### config.mk
export PLATFORM = sky130hd
export DESIGN_NAME = planar_to_packed_pixel_converter
export DESIGN_NICKNAME = d
export VERILOG_FILES = /design/src/rtl/core/p2p_pkg.sv /design/src/rtl/core/p2p_ram.sv /design/src/rtl/core/planar_to_packed_pixel_converter.sv
export VERILOG_INCLUDE_DIRS = /design/src /design/src/rtl/core
export SDC_FILE = /design/constraint.sdc
export NUM_CORES = 2
export LEC_CHECK = 0
export BUFFER_PORTS_ARGS = -buffer_cell sky130_fd_sc_hd__buf_2
export CORE_MARGIN = 2
export CORE_UTILIZATION = 50
export CTS_BUF_LIST = sky130_fd_sc_hd__clkbuf_4 sky130_fd_sc_hd__clkbuf_8
export DETAILED_ROUTE_END_ITERATION = 7
export PLACE_DENSITY = 0.74
export REMOVE_ABC_BUFFERS = 1
export SYNTH_ARGS = -nofsm -noshare
export SYNTH_HDL_FRONTEND = slang
export SYNTH_SLANG_ARGS = --single-unit
### constraint.sdc
create_clock -name clk -period 7.1 [get_ports clk]
set_input_delay 0.71 -clock clk [delete_from_list [all_inputs] [get_ports clk]]
set_output_delay 0.71 -clock clk [all_outputs]
set_load 0.02 [all_outputs]
### src/rtl/core/planar_to_packed_pixel_converter_macros.svh
// ----------------------------------------------------------------------------
// Assertion macros for the planar to packed pixel converter.
// The clock and reset names of the asserting module are clk and rst_n.
// ----------------------------------------------------------------------------
`ifndef PLANAR_TO_PACKED_PIXEL_CONVERTER_MACROS_SVH
`define PLANAR_TO_PACKED_PIXEL_CONVERTER_MACROS_SVH

// Checks a property on every rising clock edge outside reset.
`define P2P_ASSERT(label, prop, msg) \
    label: assert property (@(posedge clk) disable iff (!rst_n) prop) \
        else $error(msg);

// Checks that a condition is never true outside reset.
`define P2P_NEVER(label, cond, msg) \
    `P2P_ASSERT(label, !(cond), msg)

`endif

### src/rtl/core/p2p_pkg.sv
// ----------------------------------------------------------------------------
// p2p_pkg
// Types and constants shared by the planar to packed pixel converter.
// ----------------------------------------------------------------------------
`timescale 1ns / 1ps
`default_nettype none

package p2p_pkg;

    // Planes held in the row memory; the last plane is streamed straight in.
    localparam int STORED_PLANES = 3;
    localparam int NUM_PLANES    = 4;
    localparam logic [1:0] LAST_PLANE = 2'd3;

    // Packed bytes produced by one byte of the last plane.
    localparam int BURST_LEN = 4;
    localparam int BEAT_W    = $clog2(BURST_LEN);
    localparam logic [BEAT_W-1:0] LAST_BEAT = BEAT_W'(BURST_LEN - 1);

    localparam logic [7:0] ROW_LEN_RESET = 8'd105;

    typedef logic [7:0] byte_t;
    typedef logic [NUM_PLANES-1:0][7:0] plane_set_t;
    typedef logic [BURST_LEN-1:0][7:0] burst_t;

endpackage

`default_nettype wire

### src/rtl/core/p2p_ram.sv
// ----------------------------------------------------------------------------
// p2p_ram
// Simple dual-port RAM: one write port, one read port with registered data.
// ----------------------------------------------------------------------------
`timescale 1ns / 1ps
`default_nettype none

module p2p_ram #(
    parameter int WIDTH = 8,
    parameter int DEPTH = 128
) (
    input  wire logic                                   clk,
    input  wire logic                                   wr_en,
    input  wire logic [(DEPTH > 1 ? $clog2(DEPTH) : 1)-1:0] wr_addr,
    input  wire logic [WIDTH-1:0]                       wr_data,
    input  wire logic                                   rd_en,
    input  wire logic [(DEPTH > 1 ? $clog2(DEPTH) : 1)-1:0] rd_addr,
    output logic      [WIDTH-1:0]                       rd_data
);

    logic [WIDTH-1:0] mem_reg [DEPTH];

    always_ff @(posedge clk)
    begin
        if (wr_en)
        begin
            mem_reg[wr_addr] <= wr_data;
        end
        if (rd_en)
        begin
            rd_data <= mem_reg[rd_addr];
        end
    end

endmodule

`default_nettype wire

### src/rtl/core/planar_to_packed_pixel_converter.sv
// A last-plane byte goes through the read stage register and then the output burst register.
// Throughput: bytes of planes 0 to 2 are taken one per cycle; a byte of plane 3 yields four
// packed bytes, one per cycle while the output is ready; the output port sets the plane 3 byte rate.
// Reset clears the position and plane counters and the valid flags and sets the row length
// to 105; the row memory is not cleared and holds nothing meaningful until written.
// ----------------------------------------------------------------------------
// planar_to_packed_pixel_converter
// Converts a pixel row given plane by plane into packed 4-bit pixels.
// ----------------------------------------------------------------------------
`timescale 1ns / 1ps
`default_nettype none

`include "planar_to_packed_pixel_converter_macros.svh"

module planar_to_packed_pixel_converter
    import p2p_pkg::*;
#(
    parameter int MAX_PLANE_BYTES = 128
) (
    input  wire logic       clk,
    input  wire logic       rst_n,
    // Row length register
    input  wire logic       cfg_wr_en,
    input  wire logic [7:0] cfg_wr_data,
    // Input stream
    input  wire logic       s_axis_tvalid,
    output logic            s_axis_tready,
    input  wire logic [7:0] s_axis_tdata,   // [7:0] plane_byte
    // Output stream
    output logic            m_axis_tvalid,
    input  wire logic       m_axis_tready,
    output logic [7:0]      m_axis_tdata,   // [7:0] packed_pixels
    output logic            m_axis_tlast,   // last_of_burst
    output logic            m_axis_tuser    // [0] end_of_row
);

    localparam int POS_W = (MAX_PLANE_BYTES > 1) ? $clog2(MAX_PLANE_BYTES) : 1;
    localparam int CMP_W = ((POS_W > 8) ? POS_W : 8) + 2;

    // Control and configuration state
    logic [7:0]        row_len_reg;
    logic [POS_W-1:0]  byte_position_reg;
    logic [POS_W-1:0]  byte_position_next;
    logic [1:0]        plane_number_reg;
    logic [1:0]        plane_number_next;

    // Stage holding a plane 3 byte while the stored planes are read
    logic              s1_valid_reg;
    byte_t             s1_byte_reg;
    logic              s1_last_reg;
    logic              s1_adv;

    // Output burst register
    logic              burst_valid_reg;
    logic [BEAT_W-1:0] beat_reg;
    burst_t            burst_reg;
    burst_t            burst_next;
    logic              eor_reg;

    logic              s_accept;
    logic              m_accept;
    logic              is_last;
    logic              is_last_plane;
    logic [CMP_W-1:0]  len_eff;
    logic [CMP_W-1:0]  cfg_ext;
    plane_set_t        plane_bytes;

    assign s_accept      = s_axis_tvalid && s_axis_tready;
    assign m_accept      = m_axis_tvalid && m_axis_tready;
    assign is_last_plane = (plane_number_reg == LAST_PLANE);

    // A zero length acts as one and a length above the memory acts as its size.
    always_comb
    begin
        cfg_ext = CMP_W'(row_len_reg);
        if (cfg_ext == '0)
        begin
            len_eff = CMP_W'(1);
        end
        else if (cfg_ext > CMP_W'(MAX_PLANE_BYTES))
        begin
            len_eff = CMP_W'(MAX_PLANE_BYTES);
        end
        else
        begin
            len_eff = cfg_ext;
        end
    end

    assign is_last = ((CMP_W'(byte_position_reg) + CMP_W'(1)) >= len_eff);

    always_comb
    begin
        if (is_last)
        begin
            byte_position_next = '0;
            plane_number_next  = plane_number_reg + 2'd1;
        end
        else
        begin
            byte_position_next = byte_position_reg + POS_W'(1);
            plane_number_next  = plane_number_reg;
        end
    end

    // A held plane 3 byte advances if the burst register is free or its last beat leaves in this cycle.
    assign s1_adv = s1_valid_reg &&
                    (!burst_valid_reg || (m_accept && (beat_reg == LAST_BEAT)));

    // Bytes of the stored planes never enter the stage, so they pass even when it stalls.
    assign s_axis_tready = !is_last_plane || !s1_valid_reg || s1_adv;

    always_ff @(posedge clk or negedge rst_n)
    begin
        if (!rst_n)
        begin
            row_len_reg <= ROW_LEN_RESET;
        end
        else if (cfg_wr_en)
        begin
            row_len_reg <= cfg_wr_data;
        end
    end

    always_ff @(posedge clk or negedge rst_n)
    begin
        if (!rst_n)
        begin
            byte_position_reg <= '0;
            plane_number_reg  <= '0;
        end
        else if (s_accept)
        begin
            byte_position_reg <= byte_position_next;
            plane_number_reg  <= plane_number_next;
        end
    end

    // Row memory: one RAM per stored plane, all read at the same position.
    for (genvar g = 0; g < STORED_PLANES; g++)
    begin : g_plane_ram
        p2p_ram #(
            .WIDTH (8),
            .DEPTH (MAX_PLANE_BYTES)
        ) u_ram (
            .clk     (clk),
            .wr_en   (s_accept && (plane_number_reg == 2'(g))),
            .wr_addr (byte_position_reg),
            .wr_data (s_axis_tdata),
            .rd_en   (s_accept && is_last_plane),
            .rd_addr (byte_position_reg),
            .rd_data (plane_bytes[g])
        );
    end

    assign plane_bytes[LAST_PLANE] = s1_byte_reg;

    always_ff @(posedge clk or negedge rst_n)
    begin
        if (!rst_n)
        begin
            s1_valid_reg <= 1'b0;
        end
        else if (s_accept && is_last_plane)
        begin
            s1_valid_reg <= 1'b1;
        end
        else if (s1_adv)
        begin
            s1_valid_reg <= 1'b0;
        end
    end

    always_ff @(posedge clk)
    begin
        if (s_accept && is_last_plane)
        begin
            s1_byte_reg <= s_axis_tdata;
            s1_last_reg <= is_last;
        end
    end

    // Packed byte k holds pixels 2k (high nibble) and 2k+1; bit j of a pixel is plane j.
    always_comb
    begin
        for (int k = 0; k < BURST_LEN; k++)
        begin
            for (int j = 0; j < NUM_PLANES; j++)
            begin
                burst_next[k][4 + j] = plane_bytes[j][7 - 2 * k];
                burst_next[k][j]     = plane_bytes[j][6 - 2 * k];
            end
        end
    end

    always_ff @(posedge clk or negedge rst_n)
    begin
        if (!rst_n)
        begin
            burst_valid_reg <= 1'b0;
            beat_reg        <= '0;
        end
        else if (s1_adv)
        begin
            burst_valid_reg <= 1'b1;
            beat_reg        <= '0;
        end
        else if (m_accept)
        begin
            if (beat_reg == LAST_BEAT)
            begin
                burst_valid_reg <= 1'b0;
            end
            beat_reg <= beat_reg + BEAT_W'(1);
        end
    end

    always_ff @(posedge clk)
    begin
        if (s1_adv)
        begin
            burst_reg <= burst_next;
            eor_reg   <= s1_last_reg;
        end
    end

    assign m_axis_tvalid = burst_valid_reg;
    assign m_axis_tdata  = burst_reg[beat_reg];
    assign m_axis_tlast  = (beat_reg == LAST_BEAT);
    assign m_axis_tuser  = eor_reg && (beat_reg == LAST_BEAT);

    `P2P_ASSERT(a_plane3_enters_stage,
        (s_accept && is_last_plane) |=> s1_valid_reg,
        "plane 3 byte did not reach the read stage")
    `P2P_ASSERT(a_burst_drains,
        (m_accept && m_axis_tlast && !s1_adv) |=> !m_axis_tvalid,
        "burst still valid after its last transfer")
    `P2P_ASSERT(a_beat_holds_on_stall,
        (m_axis_tvalid && !m_axis_tready) |=> (m_axis_tvalid && $stable(beat_reg)),
        "beat moved while the output stalled")
    `P2P_NEVER(a_row_end_mid_burst,
        m_axis_tvalid && m_axis_tuser && !m_axis_tlast,
        "end of row flagged before the last beat of a burst")
    `P2P_NEVER(a_stage_overrun,
        s1_valid_reg && !s1_adv && s_accept && is_last_plane,
        "plane 3 byte taken while the read stage is full")

endmodule

`default_nettype wire
### Word-level counts from Yosys, hierarchy flattened

Memories as Yosys holds them, arrays and structs flattened. A register that Yosys moved wholly into a read port is not among the register bits.
Cells that the tools add are included.
W data, S select, Z words.

| cells by class | value |
|---|---|
| equal/unequal tests | 4 |
| order comparisons | 3 |
| add/sub/neg operators | 4 |
| reductions and logical operators | 22 |
| multiplexer cells | 18 |

Operator list:

| operator | count |
|---|---|
| $bmux W8 S2 | 1 |
| $mux W8 | 2 |
| $mux W1 | 11 |
| $ge A8 B10 Y1 | 1 |
| $mux W10 | 1 |
| $logic_and A1 B1 Y1 | 9 |
| $add A7 B1 Y8 const B | 1 |
| $gt A8 B8 Y1 const B | 1 |
| $logic_not A8 Y1 | 1 |
| $add A7 B1 Y7 const B | 1 |
| $mux W7 | 1 |
| $eq A2 B2 Y1 const B | 3 |
| $reduce_bool A2 Y1 | 3 |
| $add A2 B1 Y2 const B | 2 |
| $mux W2 | 2 |
| $reduce_and A2 Y1 | 2 |
| $logic_not A1 Y1 | 3 |
| $logic_or A1 B1 Y1 | 3 |
| $lt A2 B3 Y1 const B | 1 |
| $eq A2 B1 Y1 const B | 1 |
| $logic_not A2 Y1 | 1 |

| word-level totals | value |
|---|---|
| memory bits (writable) | 3072 |
| memories | 3 |
| register bits after elaboration | 63 |
| logic and storage cells | 67 |
| bits of input ports | 21 |
| output and inout port bits | 12 |

Memories:

| name | words | width | rd ports | clocked after Yosys merged registers in | write ports | RTL line | RTL |
|---|---|---|---|---|---|---|---|
| g_plane_ram[0].u_ram.mem_reg | 128 | 8 | 1 | 1 | 1 | p2p_ram.sv:21 | `logic [WIDTH-1:0] mem_reg [DEPTH];` |
| g_plane_ram[1].u_ram.mem_reg | 128 | 8 | 1 | 1 | 1 | p2p_ram.sv:21 |  |
| g_plane_ram[2].u_ram.mem_reg | 128 | 8 | 1 | 1 | 1 | p2p_ram.sv:21 |  |

### Logic depth before layout (Yosys ltp)

| logic depth | value |
|---|---|
| depth in word-level cells | 9 |
| depth in mapped cells | 15 |
| depth with buffers taken out | 10 |

### Cells and area by module

From an unflattened synthesis, not the netlist that was laid out.

| second synthesis, totals | value |
|---|---|
| cell total of the unflattened synthesis | 5085 |
| area, all modules | 122033.3 um^2 |

Modules (own cells, without submodules):

| module | area each (um^2) | cells an instance | sequential area each (um^2) | instances |
|---|---|---|---|---|
| p2p_ram | 39745.6 | 1635 | 30989.7 | 3 |
| planar_to_packed_pixel_converter | 2796.4 | 180 | 1791.7 | 1 |

### Least setup slack after synthesis

No wires, ideal clock.

| timing path | value |
|---|---|
| path type | flip-flop to flip-flop |
| from | register byte_position_reg[2] |
| to | register byte_position_reg[3] |
| data arrival time | 3124 ps |
| cell stages (with the launch flop) | 16 |
| library setup time | 65 ps |
| period minus slack after synthesis | 3189 ps |
| required time | 7035 ps |
| path buffers | 6 |
| setup slack | 3911 ps |
| cells stage by stage | dfrtp_1 > clkbuf_1 > buf_2 > buf_2 > buf_2 > buf_1 > nand3_1 > xnor2_1 > ha_1 > a21o_1 > a21oi_1 > o221ai_1 > a31o_2 > clkbuf_1 > nor4_1 > a21o_1 |

| on the way | value |
|---|---|
| cells in the longest elaborated chain, start to end | 3 |
| elaborated cells between the ends (all ways) | 4 |
| classes of those cells | 2 x add/sub; 1 x order compare; 1 x mux |

RTL lines:

| what | RTL line | RTL |
|---|---|---|
| start: declaration | planar_to_packed_pixel_converter.sv:42 | `logic [POS_W-1:0] byte_position_reg;` |
| start signal: assignment | planar_to_packed_pixel_converter.sv:134 | `byte_position_reg <= byte_position_next;` |
| $add A7 B1 Y8 | planar_to_packed_pixel_converter.sv:90 | `assign is_last = ((CMP_W'(byte_position_reg) + CMP_W'(1)) >= len_eff);` |
| $ge A8 B10 Y1 | planar_to_packed_pixel_converter.sv:90 |  |
| named net is_last | planar_to_packed_pixel_converter.sv:62 | `logic is_last;` |
| $mux W7 | planar_to_packed_pixel_converter.sv:94 | `if (is_last)` |

The timed path passes the listed nets, and every way through them passes these cells.
A chain may end at the register's enable or synchronous reset.

### Worst setup path in the final report

| timing path | value |
|---|---|
| from | register beat_reg[0] |
| to | memory g_plane_ram[0].u_ram.mem_reg[37][2] (enable) |

| on the way | value |
|---|---|
| cells in the longest elaborated chain, start to end | 9 |

RTL lines:

| what | RTL line | RTL |
|---|---|---|
| start: declaration | planar_to_packed_pixel_converter.sv:55 | `logic [BEAT_W-1:0] beat_reg;` |
| start signal: assignment | planar_to_packed_pixel_converter.sv:214 | `beat_reg <= beat_reg + BEAT_W'(1);` |
| $eq A2 B2 Y1 | planar_to_packed_pixel_converter.sv:108 | `(!burst_valid_reg \|\| (m_accept && (beat_reg == LAST_BEAT)));` |
| $logic_and A1 B1 Y1 | planar_to_packed_pixel_converter.sv:108 |  |
| $logic_or A1 B1 Y1 | planar_to_packed_pixel_converter.sv:108 |  |
| $logic_and A1 B1 Y1 | planar_to_packed_pixel_converter.sv:107 | `assign s1_adv = s1_valid_reg &&` |
| $logic_or A1 B1 Y1 | planar_to_packed_pixel_converter.sv:111 | `assign s_axis_tready = !is_last_plane \|\| !s1_valid_reg \|\| s1_adv;` |
| $logic_and A1 B1 Y1 | planar_to_packed_pixel_converter.sv:68 | `assign s_accept = s_axis_tvalid && s_axis_tready;` |
| $logic_and A1 B1 Y1 | planar_to_packed_pixel_converter.sv:147 | `.wr_en (s_accept && (plane_number_reg == 2'(g))),` |
| $mux W1 | p2p_ram.sv:25 | `if (wr_en)` |
| $mux W1 (not written as such) | p2p_ram.sv:27 | `mem_reg[wr_addr] <= wr_data;` |
| end: declaration | p2p_ram.sv:21 |  |

Every way passes these cells.

==> impl_results.md <==
* Outcome: completed
* Final setup fails at 0
* RSZ-0062 raised after global routing: no
* GR Util All Layers at 23.1%
* Fill cells at 17.1k
* Initial detailed-routing violation count at 7924
* Htree depth at 5
* Clock Latency Late Sink at 1.14 ns
* Top layer in use: met5
* Period Utilization, post-route at 69.0%
* Total power divided by cell area at 352 mW/mm^2
* Synth Warn # at 0
* Post-Synth XOR/XNOR Area at 0.0431%
* CP required at 7.83 ns
* R2r endpoint: g_plane_ram[0].u_ram.mem_reg[37][2]
* Metal3 WL at 33900 um
* Die height at 498 um
* Largest stage delay on the critical path at 0.83 ns
* Mux cell area share after synthesis at 19.1%
* Largest register FFs at 3072
* Crit path kind: reg -> reg
* Post-route insts no fill at 9006
* Critical path arrival at 5.63 ns
* Max FO, Critical Path at 65
* Compound-Gate Fraction of Synth Area at 0.123%
* Via density at 6.33
* Core area at 0.243 sq mm
* Sequential share of the synthesized area at 77.7%
* Dpl cells at 8142
* Detailed Routing Iterations Pass 1 at 6
* WL per Instance at 31.9 um
* Highest Clock Rate at 204 MHz
* CTS Buf Count at 471
* Initial Util at 50.2%
* Post-layout nets at 5469
* # IOs at 33
* Maximum clock insertion buffer count at 4
* Hold Fails Final Rpt at 0
* Hpwl dp at 175000 um
* Nature of the critical path startpoint: register
* Most common cell after layout, fill and taps aside: edfxtp_1
* Die width at 498 um
* TritonCTS Sinks at 3159
* Hold Crit Class: in -> reg
* Main combinational cell family by area after synthesis: multiplexers
* Flop2flop setup slack at 2.20 ns
* Hold path start: s_axis_tdata[3]
* Number of port buffers at 32
* Worst r2r path cells at 7
* Max cap viols at 0
* DRT Wirelength at 287000 um
* Largest net degree at the start of global routing at 175
* Grt total ovfl at 0
* Worst path cell trace: ha_1, a21boi_0, nand3_1, and2_1, nand2_4, buf_4, nor2_1
* Slowest CP cell: buf_4
* Clk slew on worst S/H paths at 0.06 ns
* Cell row count at 181
* Number of global-route vias before repair at 56.8k
* Die area at 0.248 sq mm
* Hold Crit Endpoint: g_plane_ram[2].u_ram.mem_reg[63][3]
* Worst slew margin at 5.10%
* Layout cell share with drive strength beyond 1 at 32.2%
* Post-Syn Area at 0.122 sq mm
* Metal2 WL at 134000 um
* Worst R2R Start: beat_reg[0]
* Worst vdd ir at 0.322 mV
* Hold depth at 1
* Commonest cells after routing, fill and taps aside: edfxtp_1, mux4_2, clkbuf_8, nor2_1, nand2_1
* Synth Area in Adders at 0.144%
* Syn Area/Cell at 23.7 sq um
* Layout Area Growth over Synthesis at 10.7%
* Initial antenna violation count at 8
* Cell variety after synth at 33
* Routability cong. at 0.876
* Simple-gate share of the synthesized area at 1.87%
* CTS tree: built
* Actual slew at the worst max-slew pin at 1.42 ns
* Minimum clock period after layout at 4.90 ns
* First-pass GRT wire length at 412000 um
* Fin util at 55.6%
* Leakage at 40.6 nW
* Root Buffer: clkbuf_8
* Cts repair resizes at 0
* Setup crit end kind: register
* Post-DRT Antenna Nets at 0
* Via count at 57.0k
* Post-route DRC at 0
* Yosys reg bits at 3159
* Slew Viols, Final at 0
* Syn Inst Count at 5140
* Total negative slack at 0 ns
* Clk_skew at 0.0773 ns
* Routed met1 length at 110000 um
==> synth_stat cells <==
library cell / instances / area (sq um)
a21o_1: 5 / 37.5
buf_1: 26 / 97.6
and2_1: 5 / 31.3
or2_2: 2 / 12.5
dfrtp_1: 17 / 425
o221ai_1: 1 / 8.76
inv_1: 8 / 30.0
a22o_1: 2 / 17.5
nor2_1: 403 / 1510
a21boi_0: 1 / 7.51
and3_1: 3 / 18.8
nor3_1: 6 / 30.0
nand4_1: 1 / 6.26
xnor2_1: 4 / 35.0
ha_1: 14 / 175
nand3_1: 5 / 25.0
dfstp_2: 4 / 105
clkinv_1: 1 / 3.75
o21ai_0: 10 / 50.1
mux4_2: 1016 / 22900
buf_2: 86 / 430
mux2_2: 32 / 360
buf_6: 1 / 11.3
nor2b_1: 2 / 12.5
nor4_1: 3 / 18.8
a21oi_1: 4 / 20.0
nand2_1: 152 / 571
clkbuf_1: 178 / 668
xor2_1: 2 / 17.5
edfxtp_1: 3138 / 94200
nand2b_1: 6 / 37.5
or3_1: 1 / 6.26
a31o_2: 1 / 8.76
==> power breakdown <==
group          internal, W  switching, W  total, W
clock network      0.00758       0.00674    0.0143
registers           0.0208      0.000384    0.0212
logic              0.00573       0.00628    0.0120
total               0.0341        0.0134    0.0475
==> layout make-up <==
cell class	instances	area (sq um)	area share [%]
Sequential cell	3159	94800	70.2
Inverter	9	33.8	0.0250
Timing Repair Buffer	112	1180	0.875
Multi-Input combinational cell	1681	25900	19.2
Tap cell	3202	4010	2.97
Clock inverter	208	1310	0.967
Clock buffer	627	7720	5.72
Antenna cell	8	20.0	0.0148
==> routing by layer <==
metal / up-vias / track usage [%]
met2: 3751 / 34.7
met4: 8 / 7.61
met3: 508 / 6.36
met5: - / 0
met1: 30223 / 33.2
li1: 22486 / -
==> worst max-delay path, delay by kind of cell (launching register included) <==
family,cells,cell delay [ns]
simple gates,4,1.86
buf+inv,1,0.83
flops,1,0.66
compound gates,1,0.60
fa+ha+maj,1,0.42
==> worst max path at each step <==
stage | start | cells after the start | slack, ns | to
6_report | beat_reg[0] | 7 | 2.20 | g_plane_ram[0].u_ram.mem_reg[37][2]
5_1_grt | beat_reg[0] | 7 | 1.97 | g_plane_ram[0].u_ram.mem_reg[37][2]
4_1_cts | beat_reg[0] | 7 | 2.26 | g_plane_ram[0].u_ram.mem_reg[37][2]
3_5_place_dp | beat_reg[0] | 7 | 2.32 | g_plane_ram[0].u_ram.mem_reg[37][6]
3_3_place_gp | beat_reg[0] | 7 | 2.44 | g_plane_ram[0].u_ram.mem_reg[37][7]
2_1_floorplan | byte_position_reg[0] | 3 | -28.78 | g_plane_ram[0].u_ram.mem_reg[120][0]
==> metrics by stage <==
stage / power (W) / setup WS, ns / hold WS, ns / area [sq um]
after global placement: 0.0335 / 2.44 / 0.402 / 126000
after detailed placement: 0.0336 / 2.32 / 0.405 / 126000
after floorplan: 0.0300 / -28.78 / 0.400 / 121000
final: 0.0475 / 2.20 / 0.0830 / 135000
after global routing: 0.0489 / 1.97 / 0.0544 / 135000
after CTS: 0.0477 / 2.26 / 0.00752 / 135000
==> logic make-up (layout without fill, tap and decap cells) <==
group	count (synthesis)	in the layout
other	0	8
muxes	1048	1048
DFF	3159	3159
xor gates and xnor gates	6	6
AOI/OAI and AO/OA	24	24
adders and majority gates	14	14
buffers and inverters	300	956
and+or+nand+nor	589	589
==> what timing repair did <==
item,CTS,global route
endpoints found under the setup margin,0,0
hold buffers,21,0
hold endpoints to repair,65,0
buffers inserted,0,0
Power figures use the tool's default switching activity.
